<file path="config.mk">
export PLATFORM = sky130hd
export DESIGN_NAME = scatter_gather_chunker
export DESIGN_NICKNAME = d
export VERILOG_FILES = /design/src/rtl/sgc_pkg.sv /design/src/rtl/scatter_gather_chunker.sv
export VERILOG_INCLUDE_DIRS = /design/src /design/src/rtl
export SDC_FILE = /design/constraint.sdc
export NUM_CORES = 1
export LEC_CHECK = 0
export BUFFER_PORTS_ARGS = -buffer_cell sky130_fd_sc_hd__clkbuf_2
export CAP_MARGIN = 20
export CORE_MARGIN = 10
export CORE_UTILIZATION = 48
export DETAILED_ROUTE_END_ITERATION = 16
export GPL_TIMING_DRIVEN = 1
export SLEW_MARGIN = 10
export SYNTH_ARGS = -nofsm -noshare
export SYNTH_HDL_FRONTEND = slang
export SYNTH_SLANG_ARGS = --single-unit
</file>
<file path="constraint.sdc">
create_clock -name clk -period 15.8 [get_ports clk]
set_input_delay 2.37 -clock clk [delete_from_list [all_inputs] [get_ports clk]]
set_output_delay 2.37 -clock clk [all_outputs]
set_load 0.05 [all_outputs]
</file>
<file path="src/rtl/scatter_gather_chunker_assert.svh">
// Assertion macros shared by the walker RTL.
// Each macro expects clk and rst_n in scope.
`ifndef SCATTER_GATHER_CHUNKER_ASSERT_SVH
`define SCATTER_GATHER_CHUNKER_ASSERT_SVH

// Same-cycle implication
`define SGC_ASSERT_NOW(label, ante, cons, msg) \
    label: assert property (@(posedge clk) disable iff (!rst_n) (ante) |-> (cons)) \
        else $error(msg);

// Next-cycle implication
`define SGC_ASSERT_NEXT(label, ante, cons, msg) \
    label: assert property (@(posedge clk) disable iff (!rst_n) (ante) |=> (cons)) \
        else $error(msg);

`endif

</file>
<file path="src/rtl/sgc_pkg.sv">
package sgc_pkg;

    localparam int ADDR_W      = 32;
    localparam int LEN_W       = 24;
    localparam int KIND_W      = 3;
    localparam int MAX_RESULTS = 16;
    localparam int RES_W       = $clog2(MAX_RESULTS);

    // Command kinds
    localparam logic [KIND_W-1:0] KIND_CLEAR   = 3'd0;
    localparam logic [KIND_W-1:0] KIND_APPEND  = 3'd1;
    localparam logic [KIND_W-1:0] KIND_READ    = 3'd2;
    localparam logic [KIND_W-1:0] KIND_WRITE   = 3'd3;
    localparam logic [KIND_W-1:0] KIND_PEEK    = 3'd4;
    localparam logic [KIND_W-1:0] KIND_CONSUME = 3'd5;

    typedef struct packed {
        logic [KIND_W-1:0] kind;
        logic [ADDR_W-1:0] segment_base;
        logic [LEN_W-1:0]  segment_length;
        logic              segment_unbacked;
        logic [LEN_W-1:0]  byte_count;
    } sgc_cmd_t;

    typedef struct packed {
        logic [ADDR_W-1:0] chunk_address;
        logic [LEN_W-1:0]  chunk_length;
        logic              to_segment;
        logic              skip_copy;
        logic              last_chunk;
        logic [LEN_W-1:0]  total_moved;
        logic              peek_ok;
    } sgc_chunk_t;

    // One entry of the segment memory
    typedef struct packed {
        logic [ADDR_W-1:0] base;
        logic [LEN_W-1:0]  length;
        logic              unbacked;
    } sgc_seg_t;

    typedef enum logic {
        ST_IDLE,
        ST_WORK
    } sgc_state_t;

endpackage

</file>
<file path="src/rtl/scatter_gather_chunker.sv">
// Channel | Direction | Handshake                  | Beat
// cmd     | in        | cmd_valid / cmd_stall      | sgc_pkg::sgc_cmd_t
// chunk   | out       | chunk_valid / chunk_stall  | sgc_pkg::sgc_chunk_t
//
// A command is accepted in ST_IDLE and then carried out in ST_WORK; a transfer
// yields k chunks (k <= 16).
// The pace is set by the single segment memory: its registered read always
// presents the head entry, and one chunk is cut from it per cycle unless chunk stalls.
// Reset clears the control registers (state, list pointers, offset, counts, output valid); the memory is not swept.
// A stall on chunk holds the output register and pauses the walk.
`include "scatter_gather_chunker_assert.svh"

module scatter_gather_chunker #(
    parameter int MAX_SEGMENTS = 16
) (
    input  logic                clk,
    input  logic                rst_n,
    input  logic                cmd_valid,
    output logic                cmd_stall,
    input  sgc_pkg::sgc_cmd_t   cmd,
    output logic                chunk_valid,
    input  logic                chunk_stall,
    output sgc_pkg::sgc_chunk_t chunk
);

    localparam int IDX_W = (MAX_SEGMENTS > 1) ? $clog2(MAX_SEGMENTS) : 1;
    localparam int CNT_W = $clog2(MAX_SEGMENTS + 1);

    sgc_pkg::sgc_state_t state_reg, state_next;
    sgc_pkg::sgc_cmd_t   cmd_reg, cmd_next;
    logic [CNT_W-1:0]    head_reg, head_next;
    logic [CNT_W-1:0]    left_reg, left_next;
    logic [sgc_pkg::LEN_W-1:0] off_reg, off_next;
    logic [sgc_pkg::LEN_W-1:0] moved_reg, moved_next;
    logic [sgc_pkg::RES_W-1:0] n_reg, n_next;
    logic                out_valid_reg, out_valid_next;
    sgc_pkg::sgc_chunk_t out_reg, out_next;

    // Segment memory and its registered read port
    sgc_pkg::sgc_seg_t seg_mem [MAX_SEGMENTS];
    sgc_pkg::sgc_seg_t entry_reg;
    sgc_pkg::sgc_seg_t wdata;
    logic              we;
    logic [IDX_W-1:0]  waddr;
    logic [IDX_W-1:0]  raddr;

    // Datapath
    logic [sgc_pkg::LEN_W-1:0]  room;
    logic [sgc_pkg::LEN_W-1:0]  want;
    logic [sgc_pkg::LEN_W-1:0]  step_len;
    logic [sgc_pkg::LEN_W-1:0]  new_off;
    logic [sgc_pkg::LEN_W-1:0]  new_moved;
    logic [sgc_pkg::ADDR_W-1:0] base_eff;
    logic [sgc_pkg::ADDR_W-1:0] cur_addr;
    logic [CNT_W-1:0]           new_left;
    logic [CNT_W:0]             slot;
    logic                       seg_end;
    logic                       has_seg;
    logic                       skip;
    logic                       more;
    logic                       first_cont;
    logic                       dir_write;
    logic                       can_emit;

    assign cmd_stall   = (state_reg != sgc_pkg::ST_IDLE);
    assign chunk_valid = out_valid_reg;
    assign chunk       = out_reg;

    // Cut one step from the head segment; moved is zero for peek and consume
    always_comb
    begin
        room       = entry_reg.length - off_reg;
        want       = cmd_reg.byte_count - moved_reg;
        step_len   = (room < want) ? room : want;
        new_off    = off_reg + step_len;
        seg_end    = (new_off == entry_reg.length);
        has_seg    = (left_reg != '0);
        new_left   = left_reg - CNT_W'(seg_end);
        new_moved  = moved_reg + step_len;
        base_eff   = entry_reg.unbacked ? '0 : entry_reg.base;
        cur_addr   = base_eff + sgc_pkg::ADDR_W'(off_reg);
        skip       = entry_reg.unbacked || (step_len == '0);
        more       = (new_moved < cmd_reg.byte_count) && (new_left != '0)
                     && (n_reg != sgc_pkg::RES_W'(sgc_pkg::MAX_RESULTS - 1));
        first_cont = (moved_reg < cmd_reg.byte_count) && has_seg;
        slot       = {1'b0, head_reg} + {1'b0, left_reg};
        dir_write  = (cmd_reg.kind == sgc_pkg::KIND_WRITE);
        can_emit   = !out_valid_reg || !chunk_stall;
    end

    // Next state and outputs
    always_comb
    begin
        state_next     = state_reg;
        cmd_next       = cmd_reg;
        head_next      = head_reg;
        left_next      = left_reg;
        off_next       = off_reg;
        moved_next     = moved_reg;
        n_next         = n_reg;
        out_valid_next = out_valid_reg && chunk_stall;
        out_next       = out_reg;
        we             = 1'b0;
        waddr          = slot[IDX_W-1:0];
        wdata.base     = cmd_reg.segment_base;
        wdata.length   = cmd_reg.segment_length;
        wdata.unbacked = cmd_reg.segment_unbacked;

        case (state_reg)
            sgc_pkg::ST_IDLE:
            begin
                if (cmd_valid)
                begin
                    cmd_next   = cmd;
                    moved_next = '0;
                    n_next     = '0;
                    state_next = sgc_pkg::ST_WORK;
                end
            end
            sgc_pkg::ST_WORK:
            begin
                case (cmd_reg.kind)
                    sgc_pkg::KIND_CLEAR:
                    begin
                        head_next  = '0;
                        left_next  = '0;
                        off_next   = '0;
                        state_next = sgc_pkg::ST_IDLE;
                    end
                    sgc_pkg::KIND_APPEND:
                    begin
                        if (slot < (CNT_W+1)'(MAX_SEGMENTS))
                        begin
                            we        = 1'b1;
                            left_next = left_reg + 1'b1;
                        end
                        state_next = sgc_pkg::ST_IDLE;
                    end
                    sgc_pkg::KIND_READ, sgc_pkg::KIND_WRITE:
                    begin
                        if (can_emit)
                        begin
                            out_valid_next = 1'b1;
                            if ((n_reg == '0) && !first_cont)
                            begin
                                // nothing to move: one empty closing beat
                                out_next.chunk_address = '0;
                                out_next.chunk_length  = '0;
                                out_next.to_segment    = dir_write;
                                out_next.skip_copy     = 1'b1;
                                out_next.last_chunk    = 1'b1;
                                out_next.total_moved   = '0;
                                out_next.peek_ok       = 1'b0;
                                state_next             = sgc_pkg::ST_IDLE;
                            end
                            else
                            begin
                                out_next.chunk_address = cur_addr;
                                out_next.chunk_length  = step_len;
                                out_next.to_segment    = dir_write;
                                out_next.skip_copy     = skip;
                                out_next.last_chunk    = !more;
                                out_next.total_moved   = more ? '0 : new_moved;
                                out_next.peek_ok       = 1'b0;
                                moved_next             = new_moved;
                                n_next                 = n_reg + 1'b1;
                                if (seg_end)
                                begin
                                    head_next = head_reg + 1'b1;
                                    left_next = new_left;
                                    off_next  = '0;
                                end
                                else
                                begin
                                    off_next = new_off;
                                end
                                if (!more)
                                begin
                                    state_next = sgc_pkg::ST_IDLE;
                                end
                            end
                        end
                    end
                    sgc_pkg::KIND_PEEK:
                    begin
                        if (can_emit)
                        begin
                            out_valid_next         = 1'b1;
                            out_next.chunk_address = has_seg ? cur_addr : '0;
                            out_next.chunk_length  = has_seg ? step_len : '0;
                            out_next.to_segment    = 1'b0;
                            out_next.skip_copy     = has_seg && skip;
                            out_next.last_chunk    = 1'b1;
                            out_next.total_moved   = '0;
                            out_next.peek_ok       = has_seg;
                            state_next             = sgc_pkg::ST_IDLE;
                        end
                    end
                    sgc_pkg::KIND_CONSUME:
                    begin
                        if (has_seg)
                        begin
                            if (seg_end)
                            begin
                                head_next = head_reg + 1'b1;
                                left_next = new_left;
                                off_next  = '0;
                            end
                            else
                            begin
                                off_next = new_off;
                            end
                        end
                        state_next = sgc_pkg::ST_IDLE;
                    end
                    default:
                    begin
                        state_next = sgc_pkg::ST_IDLE;
                    end
                endcase
            end
            default:
            begin
                state_next = sgc_pkg::ST_IDLE;
            end
        endcase
    end

    // Read address follows the next head so the head entry is always on hand
    assign raddr = (head_next < CNT_W'(MAX_SEGMENTS)) ? head_next[IDX_W-1:0] : '0;

    // Memory write and registered read with write forwarding
    always_ff @(posedge clk)
    begin
        if (we)
        begin
            seg_mem[waddr] <= wdata;
        end
        if (we && (waddr == raddr))
        begin
            entry_reg <= wdata;
        end
        else
        begin
            entry_reg <= seg_mem[raddr];
        end
    end

    // Payload registers
    always_ff @(posedge clk)
    begin
        cmd_reg <= cmd_next;
        out_reg <= out_next;
    end

    // Control registers
    always_ff @(posedge clk or negedge rst_n)
    begin
        if (!rst_n)
        begin
            state_reg     <= sgc_pkg::ST_IDLE;
            head_reg      <= '0;
            left_reg      <= '0;
            off_reg       <= '0;
            moved_reg     <= '0;
            n_reg         <= '0;
            out_valid_reg <= 1'b0;
        end
        else
        begin
            state_reg     <= state_next;
            head_reg      <= head_next;
            left_reg      <= left_next;
            off_reg       <= off_next;
            moved_reg     <= moved_next;
            n_reg         <= n_next;
            out_valid_reg <= out_valid_next;
        end
    end

    // Checks
    `SGC_ASSERT_NOW(a_list_in_bounds, 1'b1,
        (slot <= (CNT_W+1)'(MAX_SEGMENTS)), "segment list runs past the memory")
    `SGC_ASSERT_NOW(a_offset_in_segment, (left_reg != '0),
        (off_reg <= entry_reg.length), "offset beyond current segment")
    `SGC_ASSERT_NOW(a_moved_le_request, (state_reg == sgc_pkg::ST_WORK),
        (moved_reg <= cmd_reg.byte_count), "moved more than requested")
    `SGC_ASSERT_NOW(a_peek_single_beat, (out_valid_reg && out_reg.peek_ok),
        out_reg.last_chunk, "peek beat without last mark")
    `SGC_ASSERT_NEXT(a_last_ends_work,
        (state_reg == sgc_pkg::ST_WORK && !out_valid_reg
         && (cmd_reg.kind == sgc_pkg::KIND_PEEK)),
        (state_reg == sgc_pkg::ST_IDLE), "peek did not finish with a free output")

endmodule

</file>
Yosys cells after proc, flatten, opt, wreduce, memory -nomap -nowiden
Memory sizes are Yosys's and may differ from the RTL's. A register that Yosys moved wholly into a read port is not among the register bits.
Index checks and enable logic that the tools add are counted.
{"block": "word_totals", "ff_bits": 232, "mem_bits_rw": 912, "inputBits": 88, "out_inout_bits": 86, "elab_cells": 131, "n_memories": 1}
{"block": "classes", "add_sub_neg": 10, "n_lt_le_gt_ge": 5, "eq_ne": 16, "mux": 52, "n_bitwise": 1, "reduce_logical": 27}
{"name": "seg_mem", "words": 16, "width": 57, "rd": 1, "rd_ports_with_merged_regs": 1, "wr": 1, "line": "scatter_gather_chunker.sv:40", "text": "sgc_pkg::sgc_seg_t seg_mem [MAX_SEGMENTS];"}
{"op": "2-to-1 mux 24 bit", "n": 11}
{"op": "2-to-1 mux 84 bit", "n": 3}
{"op": "one-hot mux 84 bit (2 select lines)", "n": 1}
{"op": "less-than comparator 24 bit", "n": 3}
{"op": "one-hot mux 24 bit (3 select lines)", "n": 1}
{"op": "2-to-1 mux 32 bit", "n": 2}
{"op": "2-to-1 mux 5 bit", "n": 10}
{"op": "adder 24 bit", "n": 2}
{"op": "one-hot mux 24 bit (2 select lines)", "n": 1}
{"op": "subtractor 24 bit", "n": 2}
{"op": "adder 32 x 24 -> 32 bit", "n": 1}
{"op": "== test 24 bit", "n": 1}
{"op": "logical NOT 24 bit", "n": 1}
{"op": "2-to-1 mux 4 bit", "n": 5}
{"op": "one-hot mux 5 bit (4 select lines)", "n": 1}
{"op": "one-hot mux 5 bit (3 select lines)", "n": 1}
{"op": "!= test 2 bit, second input constant", "n": 7}
{"op": "2-to-1 mux 1 bit", "n": 13}
{"op": "adder 5 x 1 -> 5 bit, second input constant", "n": 2}
{"op": "nonzero test 5 bit", "n": 2}
{"op": "one-hot mux 4 bit (2 select lines)", "n": 1}
{"op": "AND reduction 4 bit", "n": 2}
{"op": "adder 5 x 5 -> 6 bit", "n": 1}
{"op": "== test 3 x 2 -> 1 bit, second input constant", "n": 2}
{"op": "23 further kinds", "n": 35}

Depth between registers and ports, before layout
Gate-level depths: netlist (run 1).
{"block": "logic_depth", "word_depth": 14, "depth_mapped": 50, "ltp_nobuf": 44}

Worst setup path after synthesis (run 1)
Ideal clock, no wire load.
{"block": "synth_timing", "path_type": "register -> register", "start": "register (tool-made name)", "end": "register out_reg (netlist bit chunk[10]) (data pin)", "setup_ps": 265, "arrival_ps": 10714, "required_ps": 15535, "setup_slack_ps": 4820, "path_stages_with_launch": 49, "n_path_buf": 7, "synth_period_minus_slack_ps": 10980, "path_cell_list": "dfxtp_1 > buf_6 > buf_4 > buf_2 > mux4_2 > a22oi_1 > nand2_1 > inv_1 > ha_1 > inv_1 > fa_1 > a21o_1 > a21oi_1 > a2111oi_0 > nor4b_1 > nor3_1 > o31ai_1 > a21oi_1 > (+13 left out) > a211oi_2 > o31a_1 > o21ai_1 > o311ai_1 > xnor2_1 > or2_2 > nor4_4 > and3_1 > buf_2 > ha_1 > ha_1 > nand2_1 > xor2_1 > a311oi_1 > o21ai_0 > nand2_1 > clkbuf_1 > nor2_1"}
{"element": "to (signal assigned)", "line": "scatter_gather_chunker.sv:253", "text": "out_reg <= out_next;"}
{"element": "to (decl)", "line": "scatter_gather_chunker.sv:37", "text": "sgc_pkg::sgc_chunk_t out_reg, out_next;"}

==> impl_metrics.csv, run 1 <==
group,metric,value,unit
worst_hold_path,hold_class,"flip-flop to flip-flop",
sta,whs,0.554,ns
setup_path,cpPeakStageDelay,0.69,ns
routing,wirelength,133000,um
cts,clock_latency,0.71,ns
sta,finalSetupViolCount,0,
global_route,grt_max_degree,113,
global_route,gr-total-overflow,0,
synthesis,synthSimpleGateAreaFrac,5.22,%
routing,routed.top_layer,"met5",
cts,cts_max_path_buffers,3,
floorplanning,num_rows,119,
sta,fin_tns_setup,0,ns
synthesis,synth_top_family_by_area,"multiplexers",
setup_path,cp_data_required_time,16.22,ns
routing,vias_per_cell,6.03,
job,cap_violations,0,
routing,drtAntennaViolNets,0,
sta,period_share,82.9,%
setup_path,end_kind,"flip-flop",
sta,finalHoldViolations,0,
sta,tightest_slew,1.10,ns
synthesis,syn-cell-area,50900,um^2
sta,clock.fmax,76.4,MHz
setup_path,startpoint_type,"flip-flop",
global_route,grt_pass1_vias,29300,
synthesis,yosys_most_used_dff,"edfxtp_1",
status,status,"complete, no violations",
synthesis,yosysSeqAreaShare,67.0,%
floorplanning,die_width,346,um
sta,maxSlewHeadroom,26.4,%
sta,fin_skew,0.0258,ns
routing,drc,0,
synthesis,synth_fa_ha_area_share,4.59,%
routing,route.met2.wl,64500,um
synthesis,synth-compound-area-share,5.94,%
floorplanning,fp.dieH,346,um
floorplanning,core,105000,um^2
synthesis,netlist_instances,3007,
cts,cts.clk_slew.worst_paths,0.06,ns
synthesis,muxShareOfSynthArea,12.8,%
floorplanning,initial_core_util,48.3,%
synthesis,synth_warnings,0,
cts,htree_levels,3,
routing,dr.pass1.iters,5,
routing,vias,28700,
cts,postCtsSetupBuffers,0,
finish,final_common_cell,"edfxtp_1",
synthesis,postSynthRegisterBits,1148,
setup_path,cp.arrival,13.52,ns
sta,rsz0062_at_grt,"false",
synthesis,synth_edf_count,1080,
setup_path,crit_slowest_cell,"buf_12",
cts,cts_tree,"done",
synthesis,async_flop_share,5.57,%
setup_path,path_max_fanout,112,
cts,cts_resized,0,
synthesis,synth_xor_area_share,2.31,%
finish,drive_above_1_share,21.3,%
synthesis,synth_area_per_cell,16.9,um^2
placement,port_buffers,173,
floorplanning,io_pins,174,
setup_path,cpMostUsedCell,"ha_1",
global_route,grt.total_usage,22.0,%
cts,cts_sinks,1148,
placement,gp_congestion,0.932,
routing,wl_met3,8380,um
finish,multi_input_area,15900,um^2
cts,cts_hold_buffers,0,
global_route,antenna_found_initial,1,
placement,hpwlAfterDp,83700,um
finish,layout_common_cells,"edfxtp_1, mux4_2, ha_1",
finish,seq_area,34100,um^2
routing,first_iter_violations,2714,
cts,cts_root_buf,"clkbuf_16",
routing,wirelength_met1,56300,um
synthesis,synth.net_count,3278,
sta,drv_slew,0,
finish,largest_register_ff_count,912,
sta,finalCriticalPeriod,13.10,ns
routing,detail_route.wl_per_cell,28.0,um
floorplanning,die_area,119000,um^2
finish,synthToLayoutAreaGrowth,13.1,%
cts,cts_made_buffers,118,
finish,n_fill_cell,8118,
synthesis,yosysUniqueCellTypes,83,
finish,final_nets,3530,
setup_path,critical_path_class,"flip-flop to flip-flop",
global_route,grt_pass1_wl,197000,um
## Yosys cell counts, types with 52 or more instances
library cell  instances  area (um^2)
edfxtp_1           1080        32400
mux4_2              258         5810
ha_1                177         2210
nor2_1              169          634
inv_1               158          593
a21oi_1             112          561
o21ai_0              89          445
nand2_1              84          315
xnor2_1              78          683
dfrtp_1              64         1600
nor2b_1              56          350
a21o_1               55          413
xor2_1               52          455
## per-layer routing
layer | up-vias | global-route usage (%)
li1 | 12500 | -
met1 | 15000 | 30.1
met2 | 1060 | 36.3
met3 | 181 | 3.04
met4 | 2 | 6.83
met5 | - | 0
## through the flow
step	utilization [%]	cells	worst slack, ns	instance area [um^2]
CTS	54.6	4752	2.52	57500
floorplan	-	3007	4.82	50900
global route	54.7	4754	1.68	57600
global placement	50.9	4528	2.83	53600
finish	54.7	4755	2.70	57600
detailed placement	50.9	4528	2.52	53600
## critical path: cells and delay by family (launching register included)
kind                     cells  cell delay (ns)
AO/OA/AOI/OAI               14             3.80
AND/OR/NAND/NOR              8             2.34
buffers and inverters        4             1.94
adder cells (fa/ha/maj)      6             1.93
multiplexers                 3             1.37
flip-flops                   1             0.56
XOR/XNOR                     3             0.54
## kinds of logic after synthesis
kind of cell,Yosys count
xor gates and xnor gates,132
adders and majority gates,183
buffers and inverters,255
and+or+nand+nor,530
DFF,1148
AOI/OAI and AO/OA,456
muxes,303
## area by class of cell
type / count / area share [%]
diodes: 1 / 0.00435
clock inverters: 85 / 1.36
flip-flops and latches: 1148 / 59.3
well taps: 1391 / 3.02
clock buffers: 139 / 5.39
multi-input cells: 1604 / 27.6
inverters: 158 / 1.03
repair buffers: 229 / 2.33
## worst paths after layout
check                             startpoint            end  slack, ns  depth (start not counted)
worst max-delay path               flip-flop      chunk[14]       2.70                         38
worst min-delay path            moved_reg[8]   moved_reg[8]       0.55                          2
worst max register to register     flip-flop      chunk[14]       2.70                         38
worst min register to register  moved_reg[8]   moved_reg[8]       0.55                          2
max in group asynchronous              rst_n  moved_reg[18]      13.19                          2
min in group asynchronous              rst_n   moved_reg[1]       1.89                          2
Power of run 1 is left out: the tool's default activity adds up to more than one toggle a clock period on the data nets, which glitch-free logic cannot reach.
==> run 2: changes to the inputs <==
Settings changed: ABC_AREA from default to 1, PLACE_DENSITY from default to 0.67.
Clock period 15.8 ns to 11.1 ns, I/O delays scaled along.
==> impl_metrics.csv, run 2 <==
group,metric,value,unit
status,status,"complete, no violations",
synthesis,synth.net_count,4850,
floorplanning,die_width,351,um
floorplanning,io_pins,174,
sta,finalHoldViolations,0,
cts,cts_max_path_buffers,3,
sta,clock.fmax,98.4,MHz
routing,vias,36300,
sta,fin_ws,0.934,ns
worst_hold_path,hold_class,"flip-flop to flip-flop",
sta,finalCriticalPeriod,10.17,ns
global_route,gr-total-overflow,0,
placement,hpwlAfterDp,86900,um
synthesis,synth_largest_area_cell,"edfxtp_1",
sta,fin_tns_setup,0,ns
finish,largest_register_ff_count,912,
cts,cts_tree,"done",
sta,finalSetupViolCount,0,
synthesis,synth_warnings,0,
floorplanning,core,109000,um^2
finish,final_common_cell,"edfxtp_1",
job,cap_violations,0,
finish,synthToLayoutAreaGrowth,11.4,%
sta,whs,0.550,ns
finish,layout_common_cells,"edfxtp_1, nor2_1, o21ai_0",
setup_path,cp_data_required_time,11.59,ns
sta,fin_skew,0.0685,ns
cts,cts_root_buf,"clkbuf_16",
routing,dr.pass1.iters,6,
synthesis,yosysUniqueCellTypes,62,
floorplanning,num_rows,121,
synthesis,synth_area_leaders,"edfxtp_1, nor2_1, o21ai_0",
synthesis,yosys_most_used_dff,"edfxtp_1",
synthesis,synthMostInstantiatedCell,"edfxtp_1",
global_route,grt_pass1_wl,215000,um
cts,cts.clk_slew.worst_paths,0.06,ns
global_route,grt_max_degree,203,
setup_path,end_kind,"flip-flop",
finish,drive_above_1_share,10.3,%
cts,cts_sinks,1148,
global_route,grt_pass1_vias,34600,
cts,htree_levels,3,
synthesis,synth_top_area_share,61.7,%
synthesis,yosysSeqAreaShare,64.9,%
sta,rsz0062_at_grt,"false",
setup_path,cp.arrival,10.66,ns
setup_path,path_buf_inv,9,
power,peakVddDrop,0.180,mV
synthesis,postSynthRegisterBits,1148,
cts,cts_made_buffers,116,
sta,drv_slew,0,
setup_path,cpPeakStageDelay,0.52,ns
floorplanning,initial_core_util,48.3,%
placement,gp_congestion,0.980,
floorplanning,die_area,123000,um^2
synthesis,netlist_instances,4579,
placement,port_buffers,173,
setup_path,startpoint_type,"flip-flop",
global_route,antenna_found_initial,3,
setup_path,critical_path_class,"flip-flop to flip-flop",
synthesis,synth_area_per_cell,11.5,um^2
global_route,grt.total_usage,22.8,%
synthesis,synth_edf_count,1080,
setup_path,cpMostUsedCell,"nand2_1",
setup_path,crit_slowest_cell,"ha_1",
floorplanning,fp.dieH,351,um
routing,vias_per_cell,5.82,
finish,n_fill_cell,9141,
setup_path,crit_family,"simple AND/OR/NAND/NOR gates",
placement,place_ws,0.929,ns
finish,final_nets,4988,
power,power.leakage,21.6,nW
synthesis,async_flop_share,5.57,%
sta,period_share,91.6,%
routing,detail_route.wl_per_cell,23.1,um
synthesis,syn-cell-area,52600,um^2
routing,wirelength,144000,um
sta,tightest_slew,1.06,ns
power,p_per_area,299,nW/um^2
synthesis,ys_top_cells_by_count,"edfxtp_1, nor2_1, o21ai_0",
cts,clock_latency,0.74,ns
sta,maxSlewHeadroom,29.6,%
routing,drtAntennaViolNets,0,
routing,drc,0,
setup_path,path_max_fanout,129,
finish,post-route-util,53.8,%
routing,first_iter_violations,3688,
==> run 2: path summary, 6_finish.rpt <==
| check | start | end | cells past startpoint | slack [ns] |
|---|---|---|---|---|
| worst max-delay path | flip-flop | chunk[24] | 50 | 0.93 |
| worst min-delay path | n_reg[3] | n_reg[3] | 2 | 0.55 |
| worst max register to register | flip-flop | chunk[24] | 50 | 0.93 |
| worst min register to register | n_reg[3] | n_reg[3] | 2 | 0.55 |
| max in group asynchronous | rst_n | moved_reg[18] | 2 | 9.26 |
| min in group asynchronous | rst_n | off_reg[17] | 2 | 1.18 |
==> run 2: report_power, final <==
part	switching, mW	leakage, nW	internal [mW]	total, mW
clock	1.68	1.89	2.26	3.94
sequential	0.192	10.7	5.00	5.20
combinational	5.70	9.08	2.68	8.38
==> run 2: repair_timing <==
action | CTS | global route
setup endpoints to repair | 0 | 22
hold buffers | 0 | 0
gates resized for setup | 0 | 3
buffers inserted | 0 | 1
==> run 2: cells by family (layout without fill, tap and decap cells) <==
group	Yosys count	in the layout	synth area share, %
and+or+nand+nor	1406	1406	11.0
AOI/OAI and AO/OA	1163	1163	13.0
DFF	1148	1148	64.9
buffers and inverters	567	806	4.73
adders and majority gates	183	183	4.44
xor gates and xnor gates	111	111	1.88
muxes	1	1	0.0190
other	0	1	0
==> run 2: final cells by class <==
type | instances | area (um^2) | area share [%]
flip-flops and latches | 1148 | 34100 | 58.2
multi-input cells | 2864 | 16100 | 27.5
clock buffers | 138 | 3030 | 5.17
well taps | 1414 | 1770 | 3.02
repair buffers | 231 | 1350 | 2.31
inverters | 356 | 1350 | 2.31
clock inverters | 81 | 840 | 1.43
diodes | 1 | 2.50 | 0.00427
==> run 2: routing by layer <==
layer  wire (um)  vias to the layer above  part of all wire, %  global-route usage, %
met4        4660                        2                  3.2                   8.23
met2       65500                     1503                   45                   35.8
met3       11800                      236                  8.2                   3.78
li1            -                    16900                    -                      -
met1       62200                    17700                   43                   32.0
met5           9                        -               0.0062                      0
==> run 2: stage by stage <==
stage	cell area [um^2]	cells	total power, mW
floorplan	52600	4579	11.2
detailed placement	54700	6012	13.5
global placement	54700	6012	13.4
global route	58600	6232	18.8
CTS	58600	6231	17.4
finish	58600	6233	17.5
==> run 2: worst register-to-register path, delay by kind of cell, from the launching register on <==
family                     cells  cell delay (ns)
buffers and inverters          9             1.91
adders and majority gates      5             1.52
and+or+nand+nor               24             3.55
AOI/OAI and AO/OA             10             2.09
DFF                            1             0.39
xor gates and xnor gates       2             0.41
Power figures use the tool's default switching activity.
